<file path="config.mk">
export PLATFORM = sky130hd
export DESIGN_NAME = pl0_token_scanner_core
export DESIGN_NICKNAME = d
export VERILOG_FILES = /design/src/design/pl0ts_pkg.sv /design/src/design/pl0ts_result_queue.sv /design/src/design/pl0_token_scanner_core.sv
export SDC_FILE = /design/constraint.sdc
export NUM_CORES = 1
export LEC_CHECK = 0
export BUFFER_PORTS_ARGS = -buffer_cell sky130_fd_sc_hd__buf_2
export CAP_MARGIN = 10
export CORE_AREA = 2 2 306 308
export DETAILED_ROUTE_END_ITERATION = 12
export DIE_AREA = 0 0 308 310
export HOLD_SLACK_MARGIN = 0.05
export SETUP_SLACK_MARGIN = 0.15
export SYNTH_ARGS = -nofsm -noshare
export SYNTH_HDL_FRONTEND = slang
export SYNTH_HIERARCHICAL = 1
export SYNTH_SLANG_ARGS = --single-unit
</file>
<file path="constraint.sdc">
create_clock -name aclk -period 9.6 [get_ports aclk]
set_input_delay 1.44 -clock aclk [delete_from_list [all_inputs] [get_ports aclk]]
set_output_delay 1.44 -clock aclk [all_outputs]
set_load 0.01 [all_outputs]
</file>
<file path="src/design/pl0ts_pkg.sv">
// Shared constants, codes and keyword tables for the PL/0 token scanner.
package pl0ts_pkg;

    // Default widths of the number and line fields
    localparam int NUMBER_BITS_DEF = 63;
    localparam int LINE_BITS_DEF   = 32;

    // Field widths fixed by the token format
    localparam int CHAR_BITS = 8;
    localparam int KIND_BITS = 4;
    localparam int ERR_BITS  = 3;
    localparam int USER_BITS = KIND_BITS + ERR_BITS;

    // Result queue depth
    localparam int RQ_DEPTH = 4;

    // Token kinds
    localparam logic [KIND_BITS-1:0] KIND_END     = 4'd0;
    localparam logic [KIND_BITS-1:0] KIND_IDENT   = 4'd1;
    localparam logic [KIND_BITS-1:0] KIND_NUMBER  = 4'd2;
    localparam logic [KIND_BITS-1:0] KIND_KW_BASE = 4'd3;
    localparam logic [KIND_BITS-1:0] KIND_ASSIGN  = 4'd14;
    localparam logic [KIND_BITS-1:0] KIND_PUNCT   = 4'd15;

    // Error codes
    localparam logic [ERR_BITS-1:0] ERR_NONE         = 3'd0;
    localparam logic [ERR_BITS-1:0] ERR_OPEN_COMMENT = 3'd1;
    localparam logic [ERR_BITS-1:0] ERR_BAD_COLON    = 3'd2;
    localparam logic [ERR_BITS-1:0] ERR_UNKNOWN_CHAR = 3'd3;
    localparam logic [ERR_BITS-1:0] ERR_OVERFLOW     = 3'd4;

    // Scanner modes
    typedef enum logic [4:0] {
        MODE_IDLE    = 5'b00001,
        MODE_NAME    = 5'b00010,
        MODE_NUM     = 5'b00100,
        MODE_COLON   = 5'b01000,
        MODE_COMMENT = 5'b10000
    } scan_mode_t;

    // Keyword table, in token kind order
    localparam int KW_COUNT    = 11;
    localparam int KW_MAX_LEN  = 9;
    localparam int NAME_LEN_BITS = 4;

    localparam logic [8*KW_MAX_LEN-1:0] KW_TEXT [KW_COUNT] = '{
        "const", "var", "procedure", "call", "begin", "end",
        "if", "then", "while", "do", "odd"
    };
    localparam logic [NAME_LEN_BITS-1:0] KW_LEN [KW_COUNT] = '{
        4'd5, 4'd3, 4'd9, 4'd4, 4'd5, 4'd3, 4'd2, 4'd4, 4'd5, 4'd2, 4'd3
    };

    // Character of keyword kw at position pos; zero past its end
    function automatic logic [7:0] kw_char(input logic [3:0] kw,
                                           input logic [NAME_LEN_BITS-1:0] pos);
        logic [NAME_LEN_BITS-1:0] len;
        logic [NAME_LEN_BITS-1:0] back;
        logic [7:0]               ch;
        len  = KW_LEN[kw];
        back = len - pos - 4'd1;
        ch   = 8'h00;
        if (pos < len) begin
            ch = KW_TEXT[kw][{back, 3'b000} +: 8];
        end
        return ch;
    endfunction

endpackage

</file>
<file path="src/design/pl0ts_result_queue.sv">
// Small result queue: takes up to two results per cycle, hands out one.
module pl0ts_result_queue #(
    parameter int ITEM_BITS = 8
) (
    input  logic                 aclk,
    input  logic                 aresetn,
    input  logic [1:0]           wr_cnt,
    input  logic [ITEM_BITS-1:0] wr_data0,
    input  logic [ITEM_BITS-1:0] wr_data1,
    output logic                 room,
    output logic                 rd_valid,
    input  logic                 rd_ready,
    output logic [ITEM_BITS-1:0] rd_data
);

    localparam int PTR_BITS = $clog2(pl0ts_pkg::RQ_DEPTH);
    localparam int CNT_BITS = $clog2(pl0ts_pkg::RQ_DEPTH + 1);
    localparam logic [CNT_BITS-1:0] ROOM_LIMIT = CNT_BITS'(pl0ts_pkg::RQ_DEPTH - 2);

    logic [ITEM_BITS-1:0] mem [pl0ts_pkg::RQ_DEPTH];
    logic [PTR_BITS-1:0]  wr_ptr_reg, wr_ptr_next;
    logic [PTR_BITS-1:0]  rd_ptr_reg, rd_ptr_next;
    logic [CNT_BITS-1:0]  count_reg, count_next;
    logic                 pop;
    logic [PTR_BITS-1:0]  wr_ptr_plus1;

    assign pop          = rd_valid && rd_ready;
    assign room         = (count_reg <= ROOM_LIMIT);
    assign rd_valid     = (count_reg != '0);
    assign rd_data      = mem[rd_ptr_reg];
    assign wr_ptr_plus1 = wr_ptr_reg + PTR_BITS'(1);

    // Advance pointers and occupancy
    always_comb begin
        wr_ptr_next = wr_ptr_reg + PTR_BITS'(wr_cnt);
        rd_ptr_next = rd_ptr_reg + PTR_BITS'(pop);
        count_next  = count_reg + CNT_BITS'(wr_cnt) - CNT_BITS'(pop);
    end

    always_ff @(posedge aclk) begin
        if (!aresetn) begin
            wr_ptr_reg <= '0;
            rd_ptr_reg <= '0;
            count_reg  <= '0;
        end else begin
            wr_ptr_reg <= wr_ptr_next;
            rd_ptr_reg <= rd_ptr_next;
            count_reg  <= count_next;
        end
    end

    // Store incoming results
    always_ff @(posedge aclk) begin
        if (wr_cnt != 2'd0) begin
            mem[wr_ptr_reg] <= wr_data0;
        end
        if (wr_cnt == 2'd2) begin
            mem[wr_ptr_plus1] <= wr_data1;
        end
    end

endmodule

</file>
<file path="src/design/pl0_token_scanner_core.sv">
// PL/0 token scanner top level: character stream in, token stream out.
//
//  channel | dir | payload                                    | end marker
//  s_      | in  | tdata: char_code                           | -
//  m_      | out | tdata: token_char, number_value, line_num  | tlast: last result
//          |     | tuser: token_kind, error_code              |   of the character
//
// A character is registered, scanned combinationally and its zero, one or two
// results are written into a four-entry result queue. One character is taken
// every cycle while the queue has room for two results; output stalls back up
// through the queue and then the input register. Reset (synchronous, aresetn
// low) returns the scanner to idle at line one and clears the halt after an
// error. After an error every further character is taken and dropped.
module pl0_token_scanner_core #(
    parameter int NUMBER_BITS = pl0ts_pkg::NUMBER_BITS_DEF,
    parameter int LINE_BITS   = pl0ts_pkg::LINE_BITS_DEF
) (
    input  logic                aclk,
    input  logic                aresetn,
    input  logic                s_tvalid,
    output logic                s_tready,
    input  logic [7:0]          s_tdata,   // [7:0] char_code
    output logic                m_tvalid,
    input  logic                m_tready,
    // [7:0] token_char, then number_value, then line_number, zero padded
    output logic [((pl0ts_pkg::CHAR_BITS + NUMBER_BITS + LINE_BITS + 7) / 8) * 8 - 1:0]
                                m_tdata,
    output logic [6:0]          m_tuser,   // [3:0] token_kind, [6:4] error_code
    output logic                m_tlast    // last_of_run
);

    localparam int CB        = pl0ts_pkg::CHAR_BITS;
    localparam int KB        = pl0ts_pkg::KIND_BITS;
    localparam int EB        = pl0ts_pkg::ERR_BITS;
    localparam int LB        = pl0ts_pkg::NAME_LEN_BITS;
    localparam int KWC       = pl0ts_pkg::KW_COUNT;
    localparam int DATA_BITS = ((CB + NUMBER_BITS + LINE_BITS + 7) / 8) * 8;
    localparam int PAD_BITS  = DATA_BITS - (CB + NUMBER_BITS + LINE_BITS);
    localparam int ITEM_BITS = CB + NUMBER_BITS + LINE_BITS + pl0ts_pkg::USER_BITS + 1;
    localparam int PROD_BITS = NUMBER_BITS + 4;

    typedef struct packed {
        logic                   last;
        logic [EB-1:0]          err;
        logic [KB-1:0]          kind;
        logic [LINE_BITS-1:0]   line;
        logic [NUMBER_BITS-1:0] value;
        logic [CB-1:0]          ch;
    } result_t;

    // Input register
    logic       in_vld_reg;
    logic [7:0] in_char_reg;
    logic       advance;
    logic       q_room;

    // Scanner state
    pl0ts_pkg::scan_mode_t  mode_reg, mode_next;
    logic [KWC-1:0]         cand_reg, cand_next;
    logic [LB-1:0]          name_len_reg, name_len_next;
    logic [NUMBER_BITS-1:0] acc_reg, acc_next;
    logic                   ovf_reg, ovf_next;
    logic [LINE_BITS-1:0]   line_reg, line_next;
    logic                   halted_reg, halted_next;

    logic [7:0] c;
    logic       c_alpha, c_digit, c_blank, c_punct;
    logic [3:0] c_digit_val;

    // Idle-mode scan of the current character
    logic                  idle_emit, idle_halt, idle_bump, idle_name, idle_num;
    logic [KB-1:0]         idle_kind;
    logic [CB-1:0]         idle_ch;
    logic [EB-1:0]         idle_err;
    pl0ts_pkg::scan_mode_t idle_mode;

    // Name tracking
    logic           name_start, name_upd;
    logic [LB-1:0]  nc_pos;
    logic [KWC-1:0] nc_mask;
    logic [KB-1:0]  name_kind;

    // Number tracking
    logic [PROD_BITS-1:0] prod;
    logic                 prod_ovf;

    // Results of this character
    logic          pre_v, do_idle, pre_halt, comment_bump;
    logic [KB-1:0] pre_kind;
    logic [EB-1:0] pre_err;
    logic [NUMBER_BITS-1:0] pre_value;
    logic [1:0]    res_cnt;
    result_t       res0, res1, q_out;

    assign advance  = in_vld_reg && q_room;
    assign s_tready = !in_vld_reg || advance;
    assign c        = in_char_reg;

    // Hold the incoming character until the scanner takes it
    always_ff @(posedge aclk) begin
        if (!aresetn) begin
            in_vld_reg <= 1'b0;
        end else if (s_tready) begin
            in_vld_reg <= s_tvalid;
        end
    end

    always_ff @(posedge aclk) begin
        if (s_tvalid && s_tready) begin
            in_char_reg <= s_tdata;
        end
    end

    // Classify the character
    always_comb begin
        c_alpha     = (c inside {["a":"z"], ["A":"Z"]});
        c_digit     = (c inside {["0":"9"]});
        c_blank     = (c == " ") || (c == 8'h09);
        c_punct     = (c inside {".", "=", ",", ";", "#", "<", ">",
                                 "+", "-", "*", "/", "(", ")"});
        c_digit_val = 4'(c - "0");
    end

    // Scan one character from idle
    always_comb begin
        idle_emit = 1'b0;
        idle_halt = 1'b0;
        idle_bump = 1'b0;
        idle_name = 1'b0;
        idle_num  = 1'b0;
        idle_kind = pl0ts_pkg::KIND_END;
        idle_ch   = '0;
        idle_err  = pl0ts_pkg::ERR_NONE;
        idle_mode = pl0ts_pkg::MODE_IDLE;
        if (c_blank) begin
            idle_mode = pl0ts_pkg::MODE_IDLE;
        end else if (c == 8'h0a) begin
            idle_bump = 1'b1;
        end else if (c_alpha || c == "_") begin
            idle_mode = pl0ts_pkg::MODE_NAME;
            idle_name = 1'b1;
        end else if (c_digit) begin
            idle_mode = pl0ts_pkg::MODE_NUM;
            idle_num  = 1'b1;
        end else if (c == "{") begin
            idle_mode = pl0ts_pkg::MODE_COMMENT;
        end else if (c == ":") begin
            idle_mode = pl0ts_pkg::MODE_COLON;
        end else if (c == 8'h00) begin
            idle_emit = 1'b1;
        end else if (c_punct) begin
            idle_emit = 1'b1;
            idle_kind = pl0ts_pkg::KIND_PUNCT;
            idle_ch   = c;
        end else begin
            idle_emit = 1'b1;
            idle_halt = 1'b1;
            idle_err  = pl0ts_pkg::ERR_UNKNOWN_CHAR;
        end
    end

    // Narrow the keyword candidates by the character at the current position
    always_comb begin
        nc_pos  = name_start ? '0 : name_len_reg;
        nc_mask = name_start ? '1 : cand_reg;
        for (int i = 0; i < KWC; i++) begin
            if (pl0ts_pkg::kw_char(4'(i), nc_pos) != c) begin
                nc_mask[i] = 1'b0;
            end
        end
    end

    // Pick the keyword that still matches at the full length
    always_comb begin
        name_kind = pl0ts_pkg::KIND_IDENT;
        for (int i = KWC - 1; i >= 0; i--) begin
            if (cand_reg[i] && pl0ts_pkg::KW_LEN[i] == name_len_reg) begin
                name_kind = pl0ts_pkg::KIND_KW_BASE + KB'(i);
            end
        end
    end

    // Multiply by ten and add the digit; overflow when the top bits are set
    always_comb begin
        prod     = ({4'b0, acc_reg} << 3) + ({4'b0, acc_reg} << 1)
                 + PROD_BITS'(c_digit_val);
        prod_ovf = (prod[PROD_BITS-1:NUMBER_BITS] != 4'b0);
    end

    // Mode dispatch: a result ahead of the idle scan, then the idle scan
    always_comb begin
        pre_v        = 1'b0;
        pre_halt     = 1'b0;
        pre_kind     = pl0ts_pkg::KIND_END;
        pre_err      = pl0ts_pkg::ERR_NONE;
        pre_value    = '0;
        do_idle      = 1'b0;
        comment_bump = 1'b0;
        name_start   = 1'b0;
        name_upd     = 1'b0;
        mode_next    = mode_reg;
        acc_next     = acc_reg;
        ovf_next     = ovf_reg;
        case (mode_reg)
            pl0ts_pkg::MODE_NAME: begin
                if (c_alpha || c_digit || c == "_") begin
                    name_upd = 1'b1;
                end else begin
                    pre_v    = 1'b1;
                    pre_kind = name_kind;
                    do_idle  = 1'b1;
                end
            end
            pl0ts_pkg::MODE_NUM: begin
                if (c_digit) begin
                    if (!ovf_reg) begin
                        if (prod_ovf) begin
                            ovf_next = 1'b1;
                        end else begin
                            acc_next = prod[NUMBER_BITS-1:0];
                        end
                    end
                end else if (c != "_") begin
                    pre_v = 1'b1;
                    if (ovf_reg) begin
                        pre_halt  = 1'b1;
                        pre_err   = pl0ts_pkg::ERR_OVERFLOW;
                        mode_next = pl0ts_pkg::MODE_IDLE;
                    end else begin
                        pre_kind  = pl0ts_pkg::KIND_NUMBER;
                        pre_value = acc_reg;
                        do_idle   = 1'b1;
                    end
                end
            end
            pl0ts_pkg::MODE_COLON: begin
                pre_v     = 1'b1;
                mode_next = pl0ts_pkg::MODE_IDLE;
                if (c == "=") begin
                    pre_kind = pl0ts_pkg::KIND_ASSIGN;
                end else begin
                    pre_halt = 1'b1;
                    pre_err  = pl0ts_pkg::ERR_BAD_COLON;
                end
            end
            pl0ts_pkg::MODE_COMMENT: begin
                if (c == "}") begin
                    mode_next = pl0ts_pkg::MODE_IDLE;
                end else if (c == 8'h00) begin
                    mode_next = pl0ts_pkg::MODE_IDLE;
                    pre_v     = 1'b1;
                    pre_halt  = 1'b1;
                    pre_err   = pl0ts_pkg::ERR_OPEN_COMMENT;
                end else if (c == 8'h0a) begin
                    comment_bump = 1'b1;
                end
            end
            default: begin
                do_idle = 1'b1;
            end
        endcase

        if (do_idle) begin
            mode_next  = idle_mode;
            name_start = idle_name;
            name_upd   = idle_name;
            if (idle_num) begin
                acc_next = NUMBER_BITS'(c_digit_val);
                ovf_next = 1'b0;
            end
        end
    end

    // Next values of name, line and halt state
    always_comb begin
        cand_next     = cand_reg;
        name_len_next = name_len_reg;
        if (name_upd) begin
            cand_next     = nc_mask;
            name_len_next = (nc_pos == '1) ? nc_pos : nc_pos + LB'(1);
        end
        line_next = line_reg;
        if ((comment_bump || (do_idle && idle_bump)) && line_reg != '1) begin
            line_next = line_reg + LINE_BITS'(1);
        end
        halted_next = pre_halt || (do_idle && idle_halt);
    end

    // Assemble up to two results
    always_comb begin
        result_t r_pre, r_idle;
        r_pre.last   = 1'b0;
        r_pre.err    = pre_err;
        r_pre.kind   = pre_kind;
        r_pre.line   = line_reg;
        r_pre.value  = pre_value;
        r_pre.ch     = '0;
        r_idle.last  = 1'b1;
        r_idle.err   = idle_err;
        r_idle.kind  = idle_kind;
        r_idle.line  = line_reg;
        r_idle.value = '0;
        r_idle.ch    = idle_ch;

        res_cnt = 2'd0;
        if (advance && !halted_reg) begin
            res_cnt = 2'(pre_v) + 2'(do_idle && idle_emit);
        end
        res0      = pre_v ? r_pre : r_idle;
        res0.last = (res_cnt == 2'd1);
        res1      = r_idle;
    end

    // Update scanner state once per taken character, unless halted
    always_ff @(posedge aclk) begin
        if (!aresetn) begin
            mode_reg     <= pl0ts_pkg::MODE_IDLE;
            cand_reg     <= '1;
            name_len_reg <= '0;
            acc_reg      <= '0;
            ovf_reg      <= 1'b0;
            line_reg     <= LINE_BITS'(1);
            halted_reg   <= 1'b0;
        end else if (advance && !halted_reg) begin
            mode_reg     <= mode_next;
            cand_reg     <= cand_next;
            name_len_reg <= name_len_next;
            acc_reg      <= acc_next;
            ovf_reg      <= ovf_next;
            line_reg     <= line_next;
            halted_reg   <= halted_next;
        end
    end

    pl0ts_result_queue #(
        .ITEM_BITS (ITEM_BITS)
    ) u_result_queue (
        .aclk     (aclk),
        .aresetn  (aresetn),
        .wr_cnt   (res_cnt),
        .wr_data0 (res0),
        .wr_data1 (res1),
        .room     (q_room),
        .rd_valid (m_tvalid),
        .rd_ready (m_tready),
        .rd_data  (q_out)
    );

    // Drive the result channel from the queue head
    generate
        if (PAD_BITS > 0) begin : g_pad
            assign m_tdata = {{PAD_BITS{1'b0}}, q_out.line, q_out.value, q_out.ch};
        end else begin : g_nopad
            assign m_tdata = {q_out.line, q_out.value, q_out.ch};
        end
    endgenerate
    assign m_tuser = {q_out.err, q_out.kind};
    assign m_tlast = q_out.last;

endmodule

</file>
==> impl_metrics.env, run 1 <==
export IMPL_status="complete, no violations"
export IMPL_worst_r2r_setup_slack_ps=3620
export IMPL_cp_slowest_cell="buf_4"
export IMPL_cts_tree="yes"
export IMPL_power_mw=6.20
export IMPL_holdPathStages=1
export IMPL_ctsResizeCount=0
export IMPL_synthAdderAreaFrac=0.0564
export IMPL_synth_common_cells="452 x edfxtp_1, 180 x mux2_4, 177 x mux2_2, 152 x ha_1, 143 x nand2_1"
export IMPL_synth_top_area_frac=0.390
export IMPL_fp_dieH_um=310
export IMPL_worstPathArrival_ps=6240
export IMPL_clock_skew_ps=40.9
export IMPL_grt_overflow=0
export IMPL_place_congestion=0.888
export IMPL_r2r_end="u_result_queue/mem[2][45]"
export IMPL_fin_area_um2=39000
export IMPL_pin_count=126
export IMPL_dp_hpwl_mm=52.0
export IMPL_setup_viol=0
export IMPL_p_leak_nw=15.2
export IMPL_maxSlewViolCount=0
export IMPL_dpl_instance_area_um2=37100
export IMPL_antenna_found_initial=4
export IMPL_path_buf_inv=3
export IMPL_grt_pass1_wl_mm=129
export IMPL_postCtsSetupBuffers=0
export IMPL_synth_xor_area_frac=0.0267
export IMPL_cts_clk_slew_worst_paths_ps=60
export IMPL_largest_reg_flops=444
export IMPL_routed_wl_mm=82.4
export IMPL_critPathRequiredTime_ps=9860
export IMPL_synth_flop_cell="edfxtp_1"
export IMPL_rsz0062_at_grt="no"
export IMPL_via_per_inst=5.21
export IMPL_worst_pin_slew_ps=1100
export IMPL_rows=112
export IMPL_power_density_nw_per_um2=159
export IMPL_design_core_area_um2=92500
export IMPL_muxShareOfSynthArea=0.239
export IMPL_vdd_drop_max_uv=164
export IMPL_ant_nets=0
export IMPL_clock_root_buffer="clkbuf_16"
export IMPL_path_cells="inv_1 -> nor4_1 -> or3_4 -> nand2_1 -> nor2_1 -> a211oi_1 -> inv_1 -> ha_1 -> and2_1 -> or3b_2 -> a21oi_4 -> buf_4"
export IMPL_startpoint="c[4]"
export IMPL_first_iter_violations=1197
export IMPL_synth_edf_count=452
export IMPL_hold_path_endpoint="halted_reg"
export IMPL_dieArea_um2=95500
export IMPL_worst_r2r_startpoint="c[4]"
export IMPL_netlist_instances=2649
export IMPL_fin_crit_sh=0.623
export IMPL_cts_made_buffers=60
export IMPL_yosys_area_share_simple=0.0914
export IMPL_syn_area_per_cell_um2=13.1
export IMPL_nNetsFinal=3144
export IMPL_grt_pass1_vias=22200
export IMPL_max_clock_freq_ghz=0.167
export IMPL_drc=0
export IMPL_areaGrowthSynthToFinish_pct=12.2
export IMPL_path_max_fanout=66
export IMPL_crit_type="reg -> reg"
export IMPL_synthTopCellsByArea="edfxtp_1 39%, mux2_4 7.8%, dfxtp_1 7.2%"
export IMPL_wl_met2_mm=39.7
export IMPL_drive_above_1_share=0.247
export IMPL_yosysMostFrequentCell="edfxtp_1"
export IMPL_timing_max_cap_violations=0
export IMPL_period_needed_ps=5980
export IMPL_clock_path_buffers=3
export IMPL_cp_common_cell="inv_1"
export IMPL_postCtsHoldBufs=0
export IMPL_worst_setup_path_end_kind="flop"
export IMPL_hp_class="reg -> reg"
export IMPL_synth_compound_area_share=0.0880
export IMPL_routed_top_layer="met5"
export IMPL_cp_start_kind="flop"
export IMPL_setup_tns_final_ps=0
export IMPL_synth_top_family_by_area="multiplexers"
export IMPL_max_slew_margin_rel=0.267
export IMPL_track_usage=0.172
export IMPL_initial_core_util=0.376
export IMPL_ys_warn_count=6
export IMPL_grt_max_degree=112
export IMPL_syn_area_um2=34800
export IMPL_worst_r2r_cell_count=12
export IMPL_min_from="halted_reg"
export IMPL_synthArstFlopShare=0
export IMPL_clkSinkCount=577
export IMPL_crit_path_max_incr_delay_ps=930
export IMPL_fillers=8707
export IMPL_antenna_cells=0
export IMPL_seq_area_frac_synth=0.462
export IMPL_ys_ff_latch=577
export IMPL_cp_top_family="simple AND/OR/NAND/NOR gates"
export IMPL_clock_latency_ps=670
export IMPL_htree_levels=2
export IMPL_post_drt_wl_per_cell_um=19.5
export IMPL_routed_wl_met3_mm=3.10
export IMPL_dieWidth_um=308
export IMPL_first_pass_iters=5
export IMPL_finalHoldViolCount=0
export IMPL_post_synth_top_area_cell="edfxtp_1"
export IMPL_ys_types=109
export IMPL_vias=22000
export IMPL_portBuffers=124
export IMPL_wl_met1_mm=38.1
==> power breakdown <==
part / internal [mW] / switching, mW / total, mW
Combinational: 0.478 / 0.559 / 1.04
Clock: 1.27 / 1.01 / 2.28
Sequential: 2.79 / 0.0929 / 2.88
Total: 4.54 / 1.66 / 6.20
==> per-layer routing <==
layer | vias to the layer above | track usage
li1 | 10600 | -
met1 | 10900 | 0.235
met2 | 393 | 0.292
met3 | 96 | 0.0221
met4 | 4 | 0.0390
met5 | - | 0
==> worst max path at each step <==
stage,to,cells past startpoint
after floorplan,u_result_queue/mem[2][0],13
after global placement,u_result_queue/mem[2][45],12
after detailed placement,u_result_queue/mem[2][53],12
after CTS,u_result_queue/mem[2][52],12
after global routing,u_result_queue/mem[2][50],12
final,u_result_queue/mem[2][45],12
==> layout make-up <==
| type | instances | area, µm² | share of cell area |
|---|---|---|---|
| multi-input combinational | 2158 | 18500 | 0.475 |
| tap | 1197 | 1500 | 0.0384 |
| clock buffer | 86 | 1630 | 0.0417 |
| inverter | 35 | 131 | 0.00337 |
| timing repair buffer | 145 | 866 | 0.0222 |
| clock inverter | 27 | 275 | 0.00705 |
| sequential | 577 | 16100 | 0.412 |
==> cell families (layout without fill, tap and decap cells) <==
| logic type | after synthesis | in the layout |
|---|---|---|
| and+or+nand+nor | 609 | 609 |
| DFF | 577 | 577 |
| muxes | 569 | 569 |
| AOI/OAI and AO/OA | 445 | 445 |
| buffers and inverters | 189 | 293 |
| adders and majority gates | 155 | 155 |
| xor gates and xnor gates | 103 | 103 |
| other | 2 | 277 |
==> placed cells by master (no fill, tap or decap), types with 81 or more instances in the layout <==
master    netlist  routed
a21oi_1       123     121
and2_1         89      89
buf_2          39     124
conb_1          2     277
dfxtp_1       125     123
edfxtp_1      452     452
ha_1          152     152
mux2_1         90      90
mux2_2        177     177
mux2_4        180     180
mux4_2        111     111
nand2_1       143     143
nor2_1        135     134
o21ai_0        81      81
==> through the flow <==
step / setup WS [ps] / std cells / utilization / hold WS (ps)
3_3_place_gp: 3760 / 4112 / 0.401 / 464
4_1_cts: 3630 / 4225 / 0.422 / 489
6_report: 3620 / 4225 / 0.422 / 490
3_5_place_dp: 3660 / 4112 / 0.401 / 475
2_1_floorplan: 701 / 2924 / - / 455
5_1_grt: 3280 / 4225 / 0.422 / 515
Power figures use the tool's default switching activity.
==> run 2, diff against run 1 <==
Clock period 9.6 ns to 6.03 ns, I/O delays scaled along.
==> impl_metrics.env, run 2 (synthesis results as in run 1) <==
export IMPL_status="complete, no violations"
export IMPL_grt_max_degree=71
export IMPL_max_slew_margin_rel=0.291
export IMPL_worst_r2r_startpoint="c[2]"
export IMPL_pin_count=126
export IMPL_crit_path_max_incr_delay_ps=1020
export IMPL_fin_crit_sh=0.875
export IMPL_cp_start_kind="flop"
export IMPL_nNetsFinal=3160
export IMPL_grt_overflow=0
export IMPL_setup_tns_final_ps=0
export IMPL_design_core_area_um2=92500
export IMPL_ctsResizeCount=0
export IMPL_cts_made_buffers=60
export IMPL_period_needed_ps=5280
export IMPL_layout_commonest_cell="edfxtp_1"
export IMPL_hp_class="in -> reg"
export IMPL_cts_clk_slew_worst_paths_ps=70
export IMPL_min_from="s_tdata[4]"
export IMPL_clock_path_buffers=3
export IMPL_power_mw=10.1
export IMPL_drive_above_1_share=0.256
export IMPL_first_pass_iters=5
export IMPL_portBuffers=124
export IMPL_clock_skew_ps=64.6
export IMPL_vias=22300
export IMPL_antenna_cells=0
export IMPL_first_iter_violations=1335
export IMPL_ant_nets=0
export IMPL_startpoint="c[2]"
export IMPL_dp_cells=4128
export IMPL_dieWidth_um=308
export IMPL_power_density_nw_per_um2=257
export IMPL_p_leak_nw=15.4
export IMPL_cts_tree="yes"
export IMPL_hold_slack_ps=427
export IMPL_path_cells="ha_1 -> ha_1 -> fa_1 -> a21o_1 -> a311o_1 -> nand3_1 -> o211ai_1 -> a21oi_1 -> o31a_1 -> o32a_1 -> and2_4 -> and3_4 -> a22o_1"
export IMPL_clock_root_buffer="clkbuf_16"
export IMPL_rows=112
export IMPL_cp_common_cell="ha_1"
export IMPL_worst_pin_slew_ps=1060
export IMPL_stdcell_count=4242
export IMPL_antenna_found_initial=2
export IMPL_grt_pass1_wl_mm=129
export IMPL_setup_viol=0
export IMPL_place_congestion=0.899
export IMPL_utilization=0.426
export IMPL_layout_common_cells="452 x edfxtp_1, 277 x conb_1, 180 x mux2_4"
export IMPL_worst_setup_path_end_kind="flop"
export IMPL_cp_slowest_cell="edfxtp_1"
export IMPL_crit_type="reg -> reg"
export IMPL_critPathRequiredTime_ps=6580
export IMPL_dieArea_um2=95500
export IMPL_vdd_drop_max_uv=253
export IMPL_postCtsSetupBuffers=0
export IMPL_via_per_inst=5.25
export IMPL_post_drt_wl_per_cell_um=19.5
export IMPL_drc=0
export IMPL_timing_max_cap_violations=0
export IMPL_routed_wl_mm=82.9
export IMPL_maxSlewViolCount=0
export IMPL_areaGrowthSynthToFinish_pct=13.3
export IMPL_clock_latency_ps=670
export IMPL_dp_hpwl_mm=53.2
export IMPL_largest_reg_flops=444
export IMPL_initial_core_util=0.376
export IMPL_fp_dieH_um=310
export IMPL_finalHoldViolCount=0
export IMPL_worstPathArrival_ps=5820
export IMPL_htree_levels=2
export IMPL_clkSinkCount=577
export IMPL_track_usage=0.172
export IMPL_postCtsHoldBufs=0
export IMPL_path_max_fanout=55
export IMPL_max_clock_freq_ghz=0.190
export IMPL_rsz0062_at_grt="no"
export IMPL_grt_pass1_vias=22200
-- run 2: path summary, 6_finish.rpt --
path / endpoint / slack [ps] / cells after the start
max reg2reg: acc_reg[36] / 750 / 13
min: c[4] / 430 / 1
max: acc_reg[36] / 750 / 13
min reg2reg: halted_reg / 500 / 1
-- run 2: layout make-up --
cell class / instances / area (µm²)
multi-input combinational: 2158 / 18500
clock buffer: 89 / 1740
inverter: 35 / 131
clock inverter: 25 / 358
sequential: 577 / 16100
fill: 8644 / 53100
timing repair buffer: 161 / 1060
tap: 1197 / 1500
-- run 2: metrics by stage --
| step | area, µm² | setup WS, ps |
|---|---|---|
| 6_report | 39400 | 754 |
| 3_3_place_gp | 37300 | 893 |
| 4_1_cts | 39400 | 673 |
| 5_1_grt | 39400 | 489 |
| 3_5_place_dp | 37300 | 790 |
| 2_1_floorplan | 35800 | 71.8 |
-- run 2: metal layers --
layer,routed length [µm],up-vias,GRT usage,share of wire
met1,38600,11000,0.238,0.47
li1,-,10700,-,-
met3,3530,96,0.0223,0.043
met2,39000,471,0.287,0.47
met5,0,-,0,0
met4,1720,0,0.0408,0.021
-- run 2: where the power goes --
| part | total, mW | internal [mW] | switching (mW) |
|---|---|---|---|
| registers | 4.59 | 4.44 | 0.154 |
| logic | 1.65 | 0.775 | 0.879 |
| clock network | 3.87 | 2.27 | 1.61 |
| total | 10.1 | 7.48 | 2.64 |
-- run 2: critical path: cells and delay by family (launching register included) --
kind,cells,cell delay [ps]
flops,1,1020
compound gates,7,2170
fa+ha+maj,3,1040
simple gates,3,910
